[config.mk]
export PLATFORM = sky130hd
export DESIGN_NAME = hdlc_bit_unstuff_deframer_flat
export DESIGN_NICKNAME = d
export VERILOG_FILES = /design/src/hdl/hdlcd_pkg.sv /design/src/hdl/hdlcd_if.sv /design/src/hdl/hdlcd_bit_unit.sv /design/src/hdl/hdlcd_out_buf.sv /design/src/hdl/hdlc_bit_unstuff_deframer.sv /design/src/flat_wrapper.sv
export VERILOG_INCLUDE_DIRS = /design/src /design/src/hdl
export SDC_FILE = /design/constraint.sdc
export NUM_CORES = 1
export LEC_CHECK = 0
export BUFFER_PORTS_ARGS = -buffer_cell sky130_fd_sc_hd__buf_2
export CELL_PAD_IN_SITES_DETAIL_PLACEMENT = 0
export CELL_PAD_IN_SITES_GLOBAL_PLACEMENT = 1
export CORE_UTILIZATION = 48
export CTS_CLUSTER_DIAMETER = 40
export DETAILED_ROUTE_END_ITERATION = 8
export GPL_TIMING_DRIVEN = 1
export PLACE_DENSITY = 0.77
export RECOVER_POWER = 100
export SLEW_MARGIN = 20
export SYNTH_ARGS = -nofsm -noshare
export SYNTH_HDL_FRONTEND = slang
export SYNTH_SLANG_ARGS = --single-unit
[constraint.sdc]
create_clock -name clk -period 3.9 [get_ports clk]
set_input_delay 0.39 -clock clk [delete_from_list [all_inputs] [get_ports clk]]
set_output_delay 0.39 -clock clk [all_outputs]
set_load 0.02 [all_outputs]
[src/hdl/hdlc_bit_unstuff_deframer_assert.svh]
// ----------------------------------------------------------------------------
// hdlc_bit_unstuff_deframer_assert.svh
// Assertion macros for the HDLC deframer; empty when NO_ASSERTIONS is set.
// ----------------------------------------------------------------------------
`ifndef HDLC_BIT_UNSTUFF_DEFRAMER_ASSERT_SVH
`define HDLC_BIT_UNSTUFF_DEFRAMER_ASSERT_SVH

`ifndef NO_ASSERTIONS

// General clocked property with asynchronous reset disable
`define HDLCD_ASSERT(lbl, clk, rstn, prop, msg) \
    lbl: assert property (@(posedge clk) disable iff (!rstn) prop) else $error(msg);

// Condition that must never be true at a clock edge
`define HDLCD_NEVER(lbl, clk, rstn, cond, msg) \
    lbl: assert property (@(posedge clk) disable iff (!rstn) !(cond)) else $error(msg);

`else

`define HDLCD_ASSERT(lbl, clk, rstn, prop, msg)
`define HDLCD_NEVER(lbl, clk, rstn, cond, msg)

`endif

`endif

[src/hdl/hdlcd_pkg.sv]
// ----------------------------------------------------------------------------
// hdlcd_pkg
// Types and constants shared by the HDLC bit-unstuffing deframer.
// ----------------------------------------------------------------------------
package hdlcd_pkg;

    localparam int MAX_BYTES    = 256;
    localparam int MAX_RAW_BITS = 2592;

    localparam int RAW_W   = $clog2(MAX_RAW_BITS + 1);
    localparam int BYTE_W  = $clog2(MAX_BYTES + 2);
    localparam int DELAY_LEN = 8;

    localparam logic [7:0] FLAG_PATTERN = 8'h7E;
    localparam logic [2:0] ONES_LIMIT   = 3'd5;

    typedef enum logic [2:0] {
        ST_OK       = 3'd0,
        ST_SHORT    = 3'd1,
        ST_SIX_ONES = 3'd2,
        ST_PARTIAL  = 3'd3,
        ST_TOO_LONG = 3'd4,
        ST_TOO_MANY = 3'd5
    } status_t;

    typedef enum logic [1:0] {
        SQ_IDLE,
        SQ_RUN,
        SQ_EMIT
    } seq_state_t;

    // Per-frame receiver state
    typedef struct packed {
        logic              in_frame;
        logic [7:0]        flag_window;
        logic [7:0]        delay_bits;
        logic [RAW_W-1:0]  raw_count;
        logic [2:0]        ones_run;
        logic [7:0]        asm_byte;
        logic [2:0]        asm_count;
        logic [BYTE_W-1:0] byte_count;
        logic              ones_error;
    } frm_state_t;

    // What one processed bit produces
    typedef struct packed {
        logic       emit_data;
        logic [7:0] data;
        logic       emit_end;
        status_t    status;
        logic       stop;
    } bu_event_t;

    // Sequencer to result buffer
    typedef struct packed {
        logic       clear;
        logic       put_data;
        logic [7:0] data;
        logic       put_end;
        status_t    status;
        logic       emit;
    } ob_ctrl_t;

    // Result buffer to sequencer
    typedef struct packed {
        logic pend;
        logic data_pend;
        logic end_pend;
    } ob_stat_t;

endpackage

[src/hdl/hdlcd_if.sv]
// ----------------------------------------------------------------------------
// hdlcd_in_if / hdlcd_out_if
// Valid/ready channels for received bytes and decoded result items.
// ----------------------------------------------------------------------------
interface hdlcd_in_if;
    logic       valid;
    logic       ready;
    logic [7:0] rx_byte;

    modport source (output valid, output rx_byte, input ready);
    modport sink   (input valid, input rx_byte, output ready);
endinterface

interface hdlcd_out_if;
    logic       valid;
    logic       ready;
    logic [7:0] data;
    logic       is_end;
    logic [2:0] status;
    logic       last;

    modport source (output valid, output data, output is_end, output status,
                    output last, input ready);
    modport sink   (input valid, input data, input is_end, input status,
                    input last, output ready);
endinterface

[src/hdl/hdlcd_bit_unit.sv]
// ----------------------------------------------------------------------------
// hdlcd_bit_unit
// Shared per-bit step: flag hunt, delay line, destuffing and byte packing.
// ----------------------------------------------------------------------------
module hdlcd_bit_unit (
    input  hdlcd_pkg::frm_state_t cur,
    input  logic                  bit_in,
    output hdlcd_pkg::frm_state_t nxt,
    output hdlcd_pkg::bu_event_t  ev
);

    always_comb
    begin
        logic [7:0] win_shift;
        logic       do_pack;
        logic       pbit;

        win_shift = {cur.flag_window[6:0], bit_in};
        do_pack   = 1'b0;
        pbit      = 1'b0;
        nxt       = cur;
        ev        = '0;
        ev.status = hdlcd_pkg::ST_OK;

        if (!cur.in_frame)
        begin
            // Hunt: open a frame on the flag, with everything cleared
            nxt.flag_window = win_shift;
            if (win_shift == hdlcd_pkg::FLAG_PATTERN)
            begin
                nxt          = '0;
                nxt.in_frame = 1'b1;
            end
        end
        else if (cur.raw_count >= hdlcd_pkg::RAW_W'(hdlcd_pkg::MAX_RAW_BITS))
        begin
            // Abort an overlong frame
            ev.emit_end     = 1'b1;
            ev.status       = hdlcd_pkg::ST_TOO_LONG;
            ev.stop         = 1'b1;
            nxt.in_frame    = 1'b0;
            nxt.flag_window = '0;
        end
        else
        begin
            // Destuff the bit leaving the delay line
            if (cur.raw_count >= hdlcd_pkg::RAW_W'(hdlcd_pkg::DELAY_LEN) && !cur.ones_error)
            begin
                if (cur.delay_bits[7])
                begin
                    nxt.ones_run = cur.ones_run + 3'd1;
                    if (cur.ones_run >= hdlcd_pkg::ONES_LIMIT)
                        nxt.ones_error = 1'b1;
                    else
                    begin
                        do_pack = 1'b1;
                        pbit    = 1'b1;
                    end
                end
                else
                begin
                    nxt.ones_run = '0;
                    if (cur.ones_run != hdlcd_pkg::ONES_LIMIT)
                        do_pack = 1'b1;
                end
            end

            // Pack kept bits, MSB first
            if (do_pack)
            begin
                nxt.asm_byte  = {cur.asm_byte[6:0], pbit};
                nxt.asm_count = cur.asm_count + 3'd1;
                if (cur.asm_count == 3'd7)
                begin
                    if (cur.byte_count <= hdlcd_pkg::BYTE_W'(hdlcd_pkg::MAX_BYTES))
                        nxt.byte_count = cur.byte_count + hdlcd_pkg::BYTE_W'(1);
                    if (cur.byte_count < hdlcd_pkg::BYTE_W'(hdlcd_pkg::MAX_BYTES))
                    begin
                        ev.emit_data = 1'b1;
                        ev.data      = {cur.asm_byte[6:0], pbit};
                    end
                end
            end

            // Advance the delay line and flag window
            nxt.raw_count   = cur.raw_count + hdlcd_pkg::RAW_W'(1);
            nxt.delay_bits  = {cur.delay_bits[6:0], bit_in};
            nxt.flag_window = win_shift;

            // Closing flag: report status and go back to hunting
            if (win_shift == hdlcd_pkg::FLAG_PATTERN)
            begin
                ev.emit_end = 1'b1;
                ev.stop     = 1'b1;
                priority if (nxt.raw_count < hdlcd_pkg::RAW_W'(hdlcd_pkg::DELAY_LEN))
                    ev.status = hdlcd_pkg::ST_SHORT;
                else if (nxt.ones_error)
                    ev.status = hdlcd_pkg::ST_SIX_ONES;
                else if (nxt.asm_count != 3'd0)
                    ev.status = hdlcd_pkg::ST_PARTIAL;
                else if (nxt.byte_count > hdlcd_pkg::BYTE_W'(hdlcd_pkg::MAX_BYTES))
                    ev.status = hdlcd_pkg::ST_TOO_MANY;
                else
                    ev.status = hdlcd_pkg::ST_OK;
                nxt.in_frame    = 1'b0;
                nxt.flag_window = '0;
            end
        end
    end

endmodule

[src/hdl/hdlcd_out_buf.sv]
// ----------------------------------------------------------------------------
// hdlcd_out_buf
// Holds up to one data item and one end item per input byte and hands
// them out in order, marking the final one.
// ----------------------------------------------------------------------------
module hdlcd_out_buf (
    input  logic                 clk,
    input  logic                 rst_n,
    input  hdlcd_pkg::ob_ctrl_t  ctrl,
    output hdlcd_pkg::ob_stat_t  stat,
    hdlcd_out_if.source          out_ch
);

    logic                data_pend_reg, data_pend_next;
    logic                end_pend_reg,  end_pend_next;
    logic [7:0]          data_reg;
    hdlcd_pkg::status_t  status_reg;
    logic                beat;

    assign beat = out_ch.valid && out_ch.ready;

    // Pending flags
    always_ff @(posedge clk or negedge rst_n)
    begin
        if (!rst_n)
        begin
            data_pend_reg <= 1'b0;
            end_pend_reg  <= 1'b0;
        end
        else
        begin
            data_pend_reg <= data_pend_next;
            end_pend_reg  <= end_pend_next;
        end
    end

    always_comb
    begin
        data_pend_next = data_pend_reg;
        end_pend_next  = end_pend_reg;
        priority if (ctrl.clear)
        begin
            data_pend_next = 1'b0;
            end_pend_next  = 1'b0;
        end
        else if (beat)
        begin
            if (data_pend_reg)
                data_pend_next = 1'b0;
            else
                end_pend_next = 1'b0;
        end
        else
        begin
            if (ctrl.put_data)
                data_pend_next = 1'b1;
            if (ctrl.put_end)
                end_pend_next = 1'b1;
        end
    end

    // Payload capture
    always_ff @(posedge clk)
    begin
        if (ctrl.put_data)
            data_reg <= ctrl.data;
        if (ctrl.put_end)
            status_reg <= ctrl.status;
    end

    // Present data first, then the end item
    assign out_ch.valid  = ctrl.emit && (data_pend_reg || end_pend_reg);
    assign out_ch.data   = data_pend_reg ? data_reg : 8'h00;
    assign out_ch.is_end = !data_pend_reg;
    assign out_ch.status = data_pend_reg ? 3'(hdlcd_pkg::ST_OK) : 3'(status_reg);
    assign out_ch.last   = data_pend_reg ? !end_pend_reg : 1'b1;

    assign stat.pend      = data_pend_reg || end_pend_reg;
    assign stat.data_pend = data_pend_reg;
    assign stat.end_pend  = end_pend_reg;

endmodule

[src/hdl/hdlc_bit_unstuff_deframer.sv]
// ----------------------------------------------------------------------------
// hdlc_bit_unstuff_deframer
// HDLC flag hunt, bit destuffing and byte assembly, one bit per cycle while a byte is in progress.
// ----------------------------------------------------------------------------
// Operation: a byte is accepted, then runs through the shared bit unit
// one bit per cycle, stopping early at a frame end or abort; its
// results appear in the cycle after its last bit, one beat each (0 to 2 beats).
// Flow: no new byte is accepted until the last one's results have all gone.
// Reset: rst_n clears all frame state; the block starts hunting for a flag.
// ----------------------------------------------------------------------------
`include "hdlc_bit_unstuff_deframer_assert.svh"

module hdlc_bit_unstuff_deframer (
    input  logic        clk,
    input  logic        rst_n,
    hdlcd_in_if.sink    in_ch,
    hdlcd_out_if.source out_ch
);

    hdlcd_pkg::seq_state_t state_reg, state_next;
    hdlcd_pkg::frm_state_t frm_reg, frm_next, bu_nxt;
    hdlcd_pkg::bu_event_t  ev;
    hdlcd_pkg::ob_ctrl_t   ob_ctrl;
    hdlcd_pkg::ob_stat_t   ob_stat;
    logic [7:0]            shift_reg, shift_next;
    logic [2:0]            cnt_reg, cnt_next;
    logic                  in_beat;
    logic                  out_beat;

    assign in_beat  = in_ch.valid && in_ch.ready;
    assign out_beat = out_ch.valid && out_ch.ready;
    assign in_ch.ready = (state_reg == hdlcd_pkg::SQ_IDLE);

    hdlcd_bit_unit u_bit (
        .cur    (frm_reg),
        .bit_in (shift_reg[7]),
        .nxt    (bu_nxt),
        .ev     (ev)
    );

    hdlcd_out_buf u_obuf (
        .clk    (clk),
        .rst_n  (rst_n),
        .ctrl   (ob_ctrl),
        .stat   (ob_stat),
        .out_ch (out_ch)
    );

    // Sequencer and frame state registers
    always_ff @(posedge clk or negedge rst_n)
    begin
        if (!rst_n)
        begin
            state_reg <= hdlcd_pkg::SQ_IDLE;
            frm_reg   <= '0;
            cnt_reg   <= '0;
        end
        else
        begin
            state_reg <= state_next;
            frm_reg   <= frm_next;
            cnt_reg   <= cnt_next;
        end
    end

    always_ff @(posedge clk)
    begin
        shift_reg <= shift_next;
    end

    always_comb
    begin
        state_next = state_reg;
        frm_next   = frm_reg;
        cnt_next   = cnt_reg;
        shift_next = shift_reg;
        ob_ctrl    = '0;
        ob_ctrl.data   = ev.data;
        ob_ctrl.status = ev.status;

        unique case (state_reg)
            hdlcd_pkg::SQ_IDLE:
            begin
                // Load a new byte and drop old results
                if (in_beat)
                begin
                    shift_next    = in_ch.rx_byte;
                    cnt_next      = '0;
                    ob_ctrl.clear = 1'b1;
                    state_next    = hdlcd_pkg::SQ_RUN;
                end
            end
            hdlcd_pkg::SQ_RUN:
            begin
                // Advance one bit through the shared unit
                frm_next         = bu_nxt;
                shift_next       = {shift_reg[6:0], 1'b0};
                cnt_next         = cnt_reg + 3'd1;
                ob_ctrl.put_data = ev.emit_data;
                ob_ctrl.put_end  = ev.emit_end;
                if (ev.stop || cnt_reg == 3'd7)
                begin
                    if (ob_stat.pend || ev.emit_data || ev.emit_end)
                        state_next = hdlcd_pkg::SQ_EMIT;
                    else
                        state_next = hdlcd_pkg::SQ_IDLE;
                end
            end
            hdlcd_pkg::SQ_EMIT:
            begin
                // Hand out results until the last beat goes
                ob_ctrl.emit = 1'b1;
                if (out_beat && out_ch.last)
                    state_next = hdlcd_pkg::SQ_IDLE;
            end
            default:
            begin
                state_next = hdlcd_pkg::SQ_IDLE;
            end
        endcase
    end

    `HDLCD_NEVER(a_no_out_when_ready, clk, rst_n, in_ch.ready && out_ch.valid, "output valid while taking input")
    `HDLCD_ASSERT(a_accept_runs, clk, rst_n, in_beat |=> (state_reg == hdlcd_pkg::SQ_RUN), "accepted byte did not start processing")
    `HDLCD_ASSERT(a_last_idles, clk, rst_n, (out_beat && out_ch.last) |=> in_ch.ready, "not idle after final result beat")
    `HDLCD_NEVER(a_raw_bound, clk, rst_n, frm_reg.raw_count > hdlcd_pkg::RAW_W'(hdlcd_pkg::MAX_RAW_BITS), "raw bit count past limit")
    `HDLCD_NEVER(a_byte_bound, clk, rst_n, frm_reg.byte_count > hdlcd_pkg::BYTE_W'(hdlcd_pkg::MAX_BYTES + 1), "byte count past saturation")
    `HDLCD_NEVER(a_ones_bound, clk, rst_n, frm_reg.ones_run > 3'd6, "ones run past six")

endmodule
[src/flat_wrapper.sv]
// flat-port wrapper written by rule: the top's interface ports become plain ports
module hdlc_bit_unstuff_deframer_flat 
  (clk, rst_n, in_ch_valid, in_ch_rx_byte, in_ch_ready, out_ch_valid, out_ch_data, out_ch_is_end, out_ch_status, out_ch_last, out_ch_ready);
  hdlcd_in_if in_ch_i ();
  hdlcd_out_if out_ch_i ();
  input  logic clk;
  input  logic rst_n;
  input wire logic [$bits(in_ch_i.valid)-1:0] in_ch_valid;
  input wire logic [$bits(in_ch_i.rx_byte)-1:0] in_ch_rx_byte;
  output wire logic [$bits(in_ch_i.ready)-1:0] in_ch_ready;
  output wire logic [$bits(out_ch_i.valid)-1:0] out_ch_valid;
  output wire logic [$bits(out_ch_i.data)-1:0] out_ch_data;
  output wire logic [$bits(out_ch_i.is_end)-1:0] out_ch_is_end;
  output wire logic [$bits(out_ch_i.status)-1:0] out_ch_status;
  output wire logic [$bits(out_ch_i.last)-1:0] out_ch_last;
  input wire logic [$bits(out_ch_i.ready)-1:0] out_ch_ready;
  assign in_ch_i.valid = in_ch_valid;
  assign in_ch_i.rx_byte = in_ch_rx_byte;
  assign in_ch_ready = in_ch_i.ready;
  assign out_ch_valid = out_ch_i.valid;
  assign out_ch_data = out_ch_i.data;
  assign out_ch_is_end = out_ch_i.is_end;
  assign out_ch_status = out_ch_i.status;
  assign out_ch_last = out_ch_i.last;
  assign out_ch_i.ready = out_ch_ready;
  hdlc_bit_unstuff_deframer u_core (.clk(clk), .rst_n(rst_n), .in_ch(in_ch_i), .out_ch(out_ch_i));
endmodule
=== After elaboration in Yosys (flattened, before gate mapping) ===
Cells that the tools add are included.
Widths: inputs -> output; s select.

* Register bits after elaboration: 77
* Bits of input ports: 12
* Output and inout port bits: 15

* Add/subtract/negate cells: 5
* Order comparisons: 7
* Equal/unequal tests: 13
* Multiplexer cells: 60
* Bitwise logic cells: 5
* Reductions and logical operators: 27

{| class="wikitable"
|+ Operator list
! operator !! count
|-
| $mux 53 || 2
|-
| $mux 9 || 8
|-
| $mux 20 || 3
|-
| $mux 44 || 1
|-
| $mux 1 || 26
|-
| $mux 3 || 8
|-
| $mux 8 || 2
|-
| $pmux 8 s2 || 1
|-
| $mux 14 || 1
|-
| $add 12x1->12 const B || 1
|-
| $ge 12x12->1 const B || 1
|-
| $ge 12x4->1 const B || 1
|-
| $lt 12x4->1 const B || 1
|-
| $mux 5 || 2
|-
| $add 3x1->3 const B || 3
|-
| $add 9x1->9 const B || 1
|-
| $gt 9x9->1 const B || 1
|-
| $le 9x9->1 const B || 1
|-
| $lt 9x9->1 const B || 1
|-
| $reduce_bool 3->1 || 3
|-
| $eq 8x7->1 const B || 1
|-
| $mux 2 || 4
|-
| $ne 2x2->1 const B || 4
|-
| $reduce_and 4->1 || 2
|-
| other kinds (20) || 38
|}

=== Depth between registers and ports, before layout ===
Gate-level depths: netlist (run 1).

* Word-level depth: 22
* Gate-level depth with buffers: 9
* Mapped depth without buffers: 8

=== By module ===
A second synthesis (run 1) with hierarchy kept.

* Cell total of the unflattened synthesis: 480
* Area total of the unflattened synthesis: 4957.3 µm²

{| class="wikitable"
|+ By module, submodules not included
! module !! instances !! cells an instance !! area each (µm²)
|-
| hdlc_bit_unstuff_deframer || 1 || 154 || 2700.1
|-
| hdlcd_bit_unit || 1 || 289 || 1702.9
|-
| hdlcd_out_buf || 1 || 37 || 554.3
|}

=== Worst setup path after synthesis (run 1) ===
Ideal clock, no wire load.

* Kind: register -> register
* Start point: reg u_core.frm_reg[5] in the netlist's numbering
* End point: reg u_core.u_obuf.status_reg[2], data pin
* Setup time: 0.280 ns
* Arrival: 2.391 ns
* Data required time: 3.620 ns
* Setup slack: 1.229 ns
* Stages on the path, launching flop included: 8
* Buffers on the path: 1
* Path through: dfrtp_1 -> buf_6 -> or4_4 -> o41a_1 -> or4_1 -> o211a_2 -> o41ai_2 -> o41ai_2

* Cells in the longest elaborated chain, start to end: 13
* Elaborated cells between the ends (all ways): 14
* Those cells by class: add/sub: 1; order compare: 2; mux: 11

{| class="wikitable"
|+ Ends and longest elaborated chain
! item !! RTL line !! text
|-
| start: declaration || hdlc_bit_unstuff_deframer.sv:21 || <nowiki>hdlcd_pkg::frm_state_t frm_reg, frm_next, bu_nxt;</nowiki>
|-
| start signal: assignment || hdlc_bit_unstuff_deframer.sv:61 || <nowiki>frm_reg <= frm_next;</nowiki>
|-
| $add 9x1->9 or $le 9x9->1 (tied branches) || hdlcd_bit_unit.sv:76, hdlcd_bit_unit.sv:75 ||
|-
| $mux 9 || hdlcd_bit_unit.sv:75 || <nowiki>if (cur.byte_count <= hdlcd_pkg::BYTE_W'(hdlcd_pkg::MAX_BYTES))</nowiki>
|-
| $mux 9 || hdlcd_bit_unit.sv:73 || <nowiki>if (cur.asm_count == 3'd7)</nowiki>
|-
| $mux 20 (*) || hdlcd_bit_unit.sv:69 || <nowiki>if (do_pack)</nowiki>
|-
| $mux 20 (*) || hdlcd_bit_unit.sv:35 || <nowiki>else if (cur.raw_count >= hdlcd_pkg::RAW_W'(hdlcd_pkg::MAX_RAW_BITS))</nowiki>
|-
| $mux 20 (*) || hdlcd_bit_unit.sv:25 || <nowiki>if (!cur.in_frame)</nowiki>
|-
| $gt 9x9->1 (*) || hdlcd_bit_unit.sv:101 || <nowiki>else if (nxt.byte_count > hdlcd_pkg::BYTE_W'(hdlcd_pkg::MAX_BYTES))</nowiki>
|-
| $mux 3 (*) || hdlcd_bit_unit.sv:101 ||
|-
| $mux 3 (*) || hdlcd_bit_unit.sv:99 || <nowiki>else if (nxt.asm_count != 3'd0)</nowiki>
|-
| $mux 3 (*) || hdlcd_bit_unit.sv:97 || <nowiki>else if (nxt.ones_error)</nowiki>
|-
| $mux 3 (*) || hdlcd_bit_unit.sv:95 || <nowiki>priority if (nxt.raw_count < hdlcd_pkg::RAW_W'(hdlcd_pkg::DELAY_LEN))</nowiki>
|-
| $mux 5 (*) || hdlcd_bit_unit.sv:91 || <nowiki>if (win_shift == hdlcd_pkg::FLAG_PATTERN)</nowiki>
|-
| $mux 5 (*) || hdlcd_bit_unit.sv:35 ||
|-
| end signal: assignment || hdlcd_out_buf.sv:68 || <nowiki>status_reg <= ctrl.status;</nowiki>
|-
| end: declaration || hdlcd_out_buf.sv:17 || <nowiki>hdlcd_pkg::status_t status_reg;</nowiki>
|}

Mark *: on every way between the ends. The rest lies on a longest branch, timed or not. The select of a mux whose other input is x is not followed.
A chain may end at the register's enable or synchronous reset.

=== Worst setup path after layout (run 1) ===
* Start point: reg u_core.frm_reg[24] in the netlist's numbering
* End point: reg u_core.u_obuf.status_reg[1], data pin

* Cells in the longest elaborated chain, start to end: 11
* Elaborated cells between the ends (all ways): 18
* Those cells by class: add/sub: 1; order compare: 3; mux: 11; reduce/logical: 3

{| class="wikitable"
|+ Ends and longest elaborated chain
! item !! RTL line !! text
|-
| $ge 12x4->1 || hdlcd_bit_unit.sv:47 || <nowiki>if (cur.raw_count >= hdlcd_pkg::RAW_W'(hdlcd_pkg::DELAY_LEN) && !cur.ones_error)</nowiki>
|-
| $logic_and 1x1->1 || hdlcd_bit_unit.sv:47 ||
|-
| $mux 1 || hdlcd_bit_unit.sv:47 ||
|-
| $mux 1 || hdlcd_bit_unit.sv:35 ||
|-
| $mux 1 || hdlcd_bit_unit.sv:25 ||
|-
| $mux 20 || hdlcd_bit_unit.sv:69 ||
|-
| $mux 20 || hdlcd_bit_unit.sv:35 ||
|-
| $mux 20 || hdlcd_bit_unit.sv:25 ||
|-
| $reduce_bool 3->1 || hdlcd_bit_unit.sv:99 ||
|-
| $mux 3 || hdlcd_bit_unit.sv:99 ||
|-
| $mux 3 || hdlcd_bit_unit.sv:97 ||
|}

Parallel ways exist; a longest one is shown, timed or not. The select of a mux whose other input is x is not followed.

==> impl_metrics.json, run 1 <==
{
  "die_area_sq_um": 8700,
  "dr.first_iter.drc_count": 126,
  "initial_utilization_pct": 50.7,
  "worstHoldPathType": "in2async",
  "avgSynthCellArea_sq_um": 10.0,
  "ant_nets": 0,
  "finalPower_uw": 1890,
  "vias": 3016,
  "cap_viol_max_count": 0,
  "end_kind": "register",
  "ios": 27,
  "cts_buffers": 9,
  "cts_tree": "yes",
  "power.density_nw_per_um2": 431,
  "finalClockSkew_ns": 0.00925,
  "dp_hpwl_mm": 5.59,
  "viasPerCell": 5.70,
  "cp.arrival_ns": 2.97,
  "seq_area_frac_synth_pct": 50.6,
  "core-area_sq_um": 7890,
  "grt_pass1_vias": 2900,
  "critPathMaxFanout": 7,
  "synthToLayoutAreaGrowth_pct": 9.86,
  "stdcell_count": 529,
  "critical_path.startpoint_type": "register",
  "wl_per_cell_um": 15.7,
  "synth_ff_type": "dfrtp_1",
  "insertion_delay_ns": 0.34,
  "slew_headroom_pct": 24.0,
  "grt_pass1_wl_mm": 14.3,
  "rows": 32,
  "layout.nets": 444,
  "synth_cell_types": 53,
  "dp.cells": 513,
  "async_flop_share_pct": 75.3,
  "vdd_ir_drop_max_mv": 0.319,
  "synth_edf_count": 19,
  "die_w_um": 93.3,
  "die_h_um": 93.3,
  "synth_seq_cells": 77,
  "cts_resized": 0,
  "p_leak_uw": 0.00194,
  "io_buffers": 26,
  "cp.required_ns": 4.00,
  "period_share_pct": 73.6,
  "fin_tns_setup_ns": 0,
  "n_antenna_cell": 0,
  "track_usage_pct": 21.0,
  "antenna_found_initial": 0,
  "first_pass_iters": 4,
  "status": "completed",
  "rsz0062_at_grt": "false",
  "route.detailed.drc": 0,
  "cts_root_buffer": "clkbuf_8",
  "tightest_slew_ns": 1.14,
  "clockBufferDepth": 2,
  "fmax_mhz": 348,
  "hold_buffers": 0,
  "gp_congestion": 0.843,
  "setup_viol": 0,
  "drive_above_1_share_pct": 11.0,
  "post-route-util_pct": 55.7,
  "grt_overflow_total": 0,
  "drt_wl_total_mm": 8.29,
  "slew_viol_final": 0,
  "synth-warning-count": 0,
  "syn_nets": 420,
  "fin_crit_ns": 2.87,
  "synth_area_sq_um": 4000,
  "synthCells": 398,
  "htree_num_levels": 3,
  "post_cts_buffers": 0,
  "largest_reg_flops": 51,
  "grt_start_max_net_pins": 59,
  "critical_path_class": "reg2reg",
  "clk_pin_slew_ns": 0.08,
  "cts_sinks": 77,
  "hold_violations": 0
}
[area by class of cell]
type                       instances  area [sq um]
tap                              102           128
inverter                           8          30.0
clock inverter                     6          70.1
multi-input combinational        292          1850
clock buffer                      10           128
timing repair buffer              34           165
fill                             721          3490
sequential                        77          2020
[placed cells by master, fill, tap and decap left out, types with 9 or more instances in the layout]
master	count
edfxtp_1	19
o21ai_0	25
nor2_1	27
nand3_1	15
clkbuf_8	9
a21oi_1	9
ha_1	10
buf_2	15
dfrtp_1	58
clkbuf_1	15
and2_0	12
nor2b_1	9
nand2_1	52
a22o_1	30
[worst paths after layout]
check	startpoint	depth (start not counted)	end	slack, ns
worst max-delay path	u_core.frm_reg[24]	6	u_core.u_obuf.status_reg[1]	1.03
worst min-delay path	rst_n	2	u_core.frm_reg[4]	0.17
worst max register to register	u_core.frm_reg[24]	6	u_core.u_obuf.status_reg[1]	1.03
worst min register to register	u_core.frm_reg[41]	1	u_core.frm_reg[42]	0.50
max in group asynchronous	rst_n	2	u_core.frm_reg[25]	3.22
min in group clk	in_ch_rx_byte[4]	3	u_core.shift_reg[4]	0.31
[synth_stat cells, types with 2 or more instances]
master	count	share of area, %
a2111oi_0	2	0.44
a21o_1	4	0.75
a21oi_1	9	1.1
a22o_1	30	6.6
a31oi_1	2	0.31
and2_1	19	3.0
and3_1	7	1.1
and3_2	2	0.38
and3b_1	2	0.44
clkbuf_1	17	1.6
dfrtp_1	58	36
edfxtp_1	19	14
ha_1	10	3.1
inv_1	8	0.75
mux2_2	2	0.56
mux2i_1	4	1.0
nand2_1	52	4.9
nand2b_1	5	0.78
nand3_1	15	1.9
nand4_1	4	0.63
nand4b_1	2	0.44
nor2_1	27	2.5
nor2b_1	9	1.4
nor3_1	8	1.0
nor4_1	6	0.94
o211a_1	2	0.50
o211ai_1	5	0.94
o21a_1	2	0.38
o21ai_0	25	3.1
o21bai_1	2	0.38
o31ai_1	8	1.5
o41ai_2	2	0.81
or3_1	3	0.47
or4_4	2	0.56
xnor2_1	4	0.88
xor2_1	3	0.66
[stage by stage]
| step | hold WS (ns) | setup slack [ns] | area, sq um |
|---|---|---|---|
| finish | 0.175 | 1.03 | 4390 |
| CTS | 0.211 | 1.03 | 4430 |
| detailed placement | 0.486 | 1.07 | 4230 |
| global route | 0.248 | 0.758 | 4390 |
| global placement | 0.477 | 1.16 | 4230 |
| floorplan | 0.0944 | 1.23 | 4000 |
[kinds of logic after synthesis]
group | Yosys count | synth area share, %
AOI/OAI and AO/OA | 101 | 18.8
xor gates and xnor gates | 7 | 1.53
adders and majority gates | 10 | 3.13
buffers and inverters | 29 | 2.97
DFF | 77 | 50.6
muxes | 6 | 1.56
and+or+nand+nor | 168 | 21.5
[critical path, cell delays in order, from the launching register on]
cell	delay [ns]
dfrtp_1	0.41
nand3_1	0.23
nor4_1	0.85
a21oi_1	0.07
a2111oi_0	0.67
o21a_1	0.23
and3b_1	0.17
[metal layers]
layer | vias up | share of wire [%] | global-route usage (%)
met4 | 0 | 0.89 | 5.26
met1 | 1465 | 49 | 29.8
met3 | 7 | 3.1 | 4.15
met2 | 44 | 47 | 33.0
li1 | 1500 | - | -
met5 | - | 0 | 0
[power breakdown]
group	leakage (uW)	internal, uW	switching, uW	total, uW
sequential	0.000955	945	65.5	1010
clock	0.0000895	300	304	604
combinational	0.000897	108	172	280
Note: power is estimated with default switching activity, not from simulation.
==> run 2: changes to the inputs <==
==> constraint.sdc (replaced) <==
create_clock -name clk -period 2.9 [get_ports clk]
set_input_delay 0.29 -clock clk [delete_from_list [all_inputs] [get_ports clk]]
set_output_delay 0.29 -clock clk [all_outputs]
set_load 0.02 [all_outputs]
==> run 2 against run 1 <==
Design area up 0.94%; non-clock buffer count up 9; core utilization up 0.52 points; global-route usage up 0.78 points; die area unchanged; setup slack worse by 0.95 ns; fmax up 1.9%; register-to-register slack worse by 0.95 ns; total power up 32%; sequential power up 34%; sequential share of layout area down 0.43 points; wire length up 3.4%; critical path type unchanged; largest power group unchanged.
==> impl_metrics.json, run 2 (same netlist as run 1, synthesis figures left out) <==
{
  "slowest_delay_ns": 0.55,
  "stdcell_area_sq_um": 4430,
  "viasPerCell": 5.70,
  "ios": 27,
  "crit_chain": "or4_4 > o41a_1 > or4_1 > o211a_2 > nor4_1 > o211ai_1",
  "layout_common_cells": "dfrtp_1, nand2_1, a22o_1",
  "dp_hpwl_mm": 5.84,
  "fmax_mhz": 355,
  "worstHoldPathType": "in2reg",
  "die_area_sq_um": 8700,
  "drive_above_1_share_pct": 11.9,
  "critical_path.startpoint_type": "register",
  "wl_per_cell_um": 15.9,
  "slew_viol_final": 0,
  "ant_nets": 0,
  "grt_pass1_wl_mm": 14.6,
  "power.density_nw_per_um2": 564,
  "rsz0062_at_grt": "false",
  "clockBufferDepth": 2,
  "route.detailed.drc": 0,
  "vdd_ir_drop_max_mv": 0.322,
  "first_pass_iters": 4,
  "cp_slowest_cell": "or4_4",
  "postPlaceCellArea_sq_um": 4290,
  "die_w_um": 93.3,
  "post-route-util_pct": 56.2,
  "cp.required_ns": 3.00,
  "vias": 3065,
  "period_share_pct": 97.1,
  "dp.cells": 521,
  "rows": 32,
  "initial_utilization_pct": 50.7,
  "grt_start_max_net_pins": 39,
  "tightest_slew_ns": 1.17,
  "cts_buffers": 9,
  "status": "completed",
  "n_antenna_cell": 0,
  "grt_pass1_vias": 2889,
  "largest_reg_flops": 51,
  "critical_path_class": "reg2reg",
  "die_h_um": 93.3,
  "final_common_cell": "dfrtp_1",
  "clk_pin_slew_ns": 0.09,
  "critPathMaxFanout": 6,
  "stdcell_count": 538,
  "end_kind": "register",
  "core-area_sq_um": 7890,
  "cts_sinks": 77,
  "nFillCells": 742,
  "track_usage_pct": 21.8,
  "post_cts_buffers": 0,
  "synthToLayoutAreaGrowth_pct": 10.9,
  "layout.nets": 453,
  "gp_congestion": 0.881,
  "hold_violations": 0,
  "fin_crit_ns": 2.82,
  "cp.arrival_ns": 2.92,
  "cts_root_buffer": "clkbuf_8",
  "drt_wl_total_mm": 8.58,
  "slew_headroom_pct": 22.2,
  "htree_num_levels": 3,
  "insertion_delay_ns": 0.36,
  "fin_tns_setup_ns": 0,
  "seq_area_sq_um": 2020,
  "setup_viol": 0,
  "cap_viol_max_count": 0,
  "multiInputGateArea_sq_um": 1860,
  "p_leak_uw": 0.00198,
  "finalPower_uw": 2500,
  "finalClockSkew_ns": 0.0142,
  "antenna_found_initial": 0,
  "io_buffers": 26,
  "cts_tree": "yes",
  "dr.first_iter.drc_count": 143,
  "grt_overflow_total": 0
}
run 2: worst paths after layout:
check	startpoint	endpoint	slack, ns	cells after the start
max	u_core.frm_reg[6]	u_core.u_obuf.status_reg[0]	0.08	6
min	in_ch_rx_byte[2]	u_core.shift_reg[2]	0.19	3
max reg2reg	u_core.frm_reg[6]	u_core.u_obuf.status_reg[0]	0.08	6
min reg2reg	u_core.frm_reg[39]	u_core.frm_reg[40]	0.49	1
max in group asynchronous	rst_n	u_core.frm_reg[39]	0.67	3
min in group asynchronous	rst_n	u_core.frm_reg[15]	0.68	2
run 2: layout make-up:
class,count,area share (%)
repair buffers,43,4.88
clock inverters,7,1.27
clock buffers,9,2.79
well taps,102,2.88
flip-flops and latches,77,45.6
multi-input cells,292,41.9
inverters,8,0.677
run 2: stage by stage:
step,hold slack [ns],setup slack (ns)
floorplan,-0.00559,0.229
global placement,0.274,0.225
detailed placement,0.278,0.158
CTS,0.183,0.136
global route,0.192,0.0152
finish,0.193,0.0848
run 2: report_power, final:
| part | switching [uW] | total [uW] | leakage [uW] | internal, uW |
|---|---|---|---|---|
| clock | 439 | 762 | 0.0000910 | 323 |
| sequential | 80.4 | 1350 | 0.000955 | 1270 |
| combinational | 240 | 390 | 0.000931 | 149 |
| total | 760 | 2500 | 0.00198 | 1740 |
run 2: critical path: cells and delay by family, from the launching register on:
family / cells / cell delay (ns)
DFF: 1 / 0.46
AOI/OAI and AO/OA: 3 / 0.68
and+or+nand+nor: 3 / 1.41
run 2: repair_timing:
item                                   in CTS  in global routing
resized for setup                           0                  0
endpoints found under the hold margin      20                  0
hold buffers                                1                  0
run 2: layer usage:
layer	global-route usage [%]	share of wire, %	up-vias	wire [um]
li1	-	-	1527	-
met3	3.25	3.4	11	292
met5	0	0	-	0
met1	31.5	50	1472	4250
met4	8.33	1.8	0	157
met2	33.0	45	55	3880
==> run 3: changes to the inputs <==
--- a/config.mk
+++ b/config.mk
@@ -15,6 +15,7 @@
 export GPL_TIMING_DRIVEN = 1
 export PLACE_DENSITY = 0.77
 export RECOVER_POWER = 100
+export REMOVE_ABC_BUFFERS = 1
 export SLEW_MARGIN = 20
 export SYNTH_ARGS = -nofsm -noshare
 export SYNTH_HDL_FRONTEND = slang
==> run 3 against run 2 <==
The flow now finishes with violations (capacitance limit, slew limit); clock skew barely moved; flip-flop and latch count did not move; clock power fell by 1%; via count barely moved; register-to-register slack improved by 0.08 ns; critical endpoint is now u_core.u_obuf.status_reg[2].
==> impl_metrics.json, run 3 (same netlist as run 1, synthesis figures left out) <==
{
  "setup_viol": 0,
  "period_share_pct": 94.4,
  "cp_common_cell": "o41ai_2",
  "n_antenna_cell": 0,
  "vdd_ir_drop_max_mv": 0.393,
  "power.density_nw_per_um2": 566,
  "drt_wl_total_mm": 8.23,
  "track_usage_pct": 21.2,
  "ant_nets": 0,
  "critical_path_class": "reg2reg",
  "cts_root_buffer": "clkbuf_8",
  "crit_buf_inv": 0,
  "cts_resized": 0,
  "switchingPower_uw": 751,
  "route.detailed.drc": 0,
  "cts_sinks": 77,
  "largest_reg_flops": 51,
  "p_sw_share_pct": 30.1,
  "grt_pass1_wl_mm": 14.2,
  "final_common_cell": "dfrtp_1",
  "clk_pin_slew_ns": 0.09,
  "cp.required_ns": 2.99,
  "post-route-util_pct": 55.9,
  "clockBufferDepth": 2,
  "cap_viol_max_count": 2,
  "layout_common_cells": "dfrtp_1, nand2_1, a22o_1",
  "end_kind": "register",
  "slew_headroom_pct": -7.06,
  "core-area_sq_um": 7890,
  "die_w_um": 93.3,
  "tightest_slew_ns": 1.61,
  "combPwrFrac_pct": 15.5,
  "power.share.clock_pct": 30.2,
  "worstHoldPathType": "in2reg",
  "critical_path.startpoint_type": "register",
  "failed_checks": "capacitance limit, slew limit",
  "grt_pass1_vias": 2936,
  "wl_per_cell_um": 15.4,
  "first_pass_iters": 4,
  "die_area_sq_um": 8700,
  "cts_tree": "yes",
  "cts_buffers": 9,
  "io_buffers": 26,
  "slowest_delay_ns": 0.55,
  "nFillCells": 710,
  "grt_overflow_total": 0,
  "p_seq_share_pct": 54.3,
  "insertion_delay_ns": 0.35,
  "fin_crit_ns": 2.74,
  "p_int_uw": 1750,
  "grt_start_max_net_pins": 31,
  "gp_congestion": 0.874,
  "vias": 3064,
  "fmax_mhz": 365,
  "p_leak_uw": 0.00196,
  "cp_slowest_cell": "or4_1",
  "post_cts_buffers": 0,
  "finalClockSkew_ns": 0.0142,
  "dp_hpwl_mm": 5.72,
  "cp.arrival_ns": 2.83,
  "status": "finished, violations left",
  "critPathMaxFanout": 6,
  "rows": 32,
  "fin_tns_setup_ns": 0,
  "hold_violations": 0,
  "cp_top_family": "simple AND/OR/NAND/NOR gates",
  "die_h_um": 93.3,
  "slew_viol_final": 60,
  "viasPerCell": 5.72,
  "rsz0062_at_grt": "false",
  "drive_above_1_share_pct": 10.8,
  "antenna_found_initial": 0,
  "crit_chain": "or4_1 > o41a_1 > nor4_1 > mux2i_1 > o41ai_2 > o41ai_2",
  "layout.nets": 451,
  "htree_num_levels": 3,
  "dr.first_iter.drc_count": 124,
  "synthToLayoutAreaGrowth_pct": 10.3,
  "ios": 27,
  "initial_utilization_pct": 50.7
}
-- run 3: cell count changes in the layout (fill, tap and decap cells not counted), moves of 2 or more --
cell	previous run	this run
and2_1	11	9
and2_0	8	10
inv_6	4	2
buf_4	8	6
-- run 3: through the flow --
step	hold slack [ns]	power (uW)	setup slack, ns	std cells	cell area, sq um
2_1_floorplan	-0.00559	1630	0.239	377	3910
3_3_place_gp	0.347	1760	0.226	519	4270
3_5_place_dp	0.346	1780	0.198	519	4270
4_1_cts	0.187	2530	0.193	536	4460
5_1_grt	0.188	2650	0.0576	536	4410
6_report	0.199	2500	0.163	536	4410
-- run 3: path summary, 6_finish.rpt --
path	from	to	slack (ns)	cells after the start
max	u_core.frm_reg[6]	u_core.u_obuf.status_reg[2]	0.16	6
min	in_ch_rx_byte[2]	u_core.shift_reg[2]	0.20	3
max reg2reg	u_core.frm_reg[6]	u_core.u_obuf.status_reg[2]	0.16	6
min reg2reg	u_core.frm_reg[38]	u_core.frm_reg[39]	0.50	1
max in group asynchronous	rst_n	u_core.frm_reg[45]	0.96	3
min in group asynchronous	rst_n	u_core.frm_reg[2]	0.96	3
-- run 3: worst register-to-register path, delay by kind of cell (launching register included) --
| kind | cells | cell delay (ns) |
|---|---|---|
| AND/OR/NAND/NOR | 2 | 1.03 |
| AO/OA/AOI/OAI | 3 | 0.82 |
| flip-flops | 1 | 0.44 |
| multiplexers | 1 | 0.20 |
-- run 3: timing repair --
action                                 4_1_cts  5_1_grt
endpoints found under the hold margin       58        0
hold buffers                                 1        0
setup endpoints to repair                    0        0
-- run 3: cell type report --
| type | count | area, sq um | area share [%] |
|---|---|---|---|
| clock buffers | 9 | 124 | 2.81 |
| clock inverters | 7 | 57.6 | 1.31 |
| inverters | 8 | 30.0 | 0.681 |
| multi-input cells | 292 | 1850 | 41.9 |
| flip-flops and latches | 77 | 2020 | 45.9 |
| well taps | 102 | 128 | 2.89 |
| repair buffers | 41 | 200 | 4.54 |
-- run 3: per-layer routing --
layer  global-route usage, %  vias up  wire [um]
met5                       0        -          0
met4                    9.36        0        161
met3                    3.25       10        254
met2                    33.2       49       3720
met1                    29.3     1482       4100
li1                        -     1523          -
-- run 3: power by group through the flow --
stage	Sequential, uW	Combinational [uW]	Clock [uW]
global placement	1370	392	0
CTS	1350	405	774
floorplan	1350	272	0
finish	1350	388	753
detailed placement	1380	400	0
global route	1380	455	819
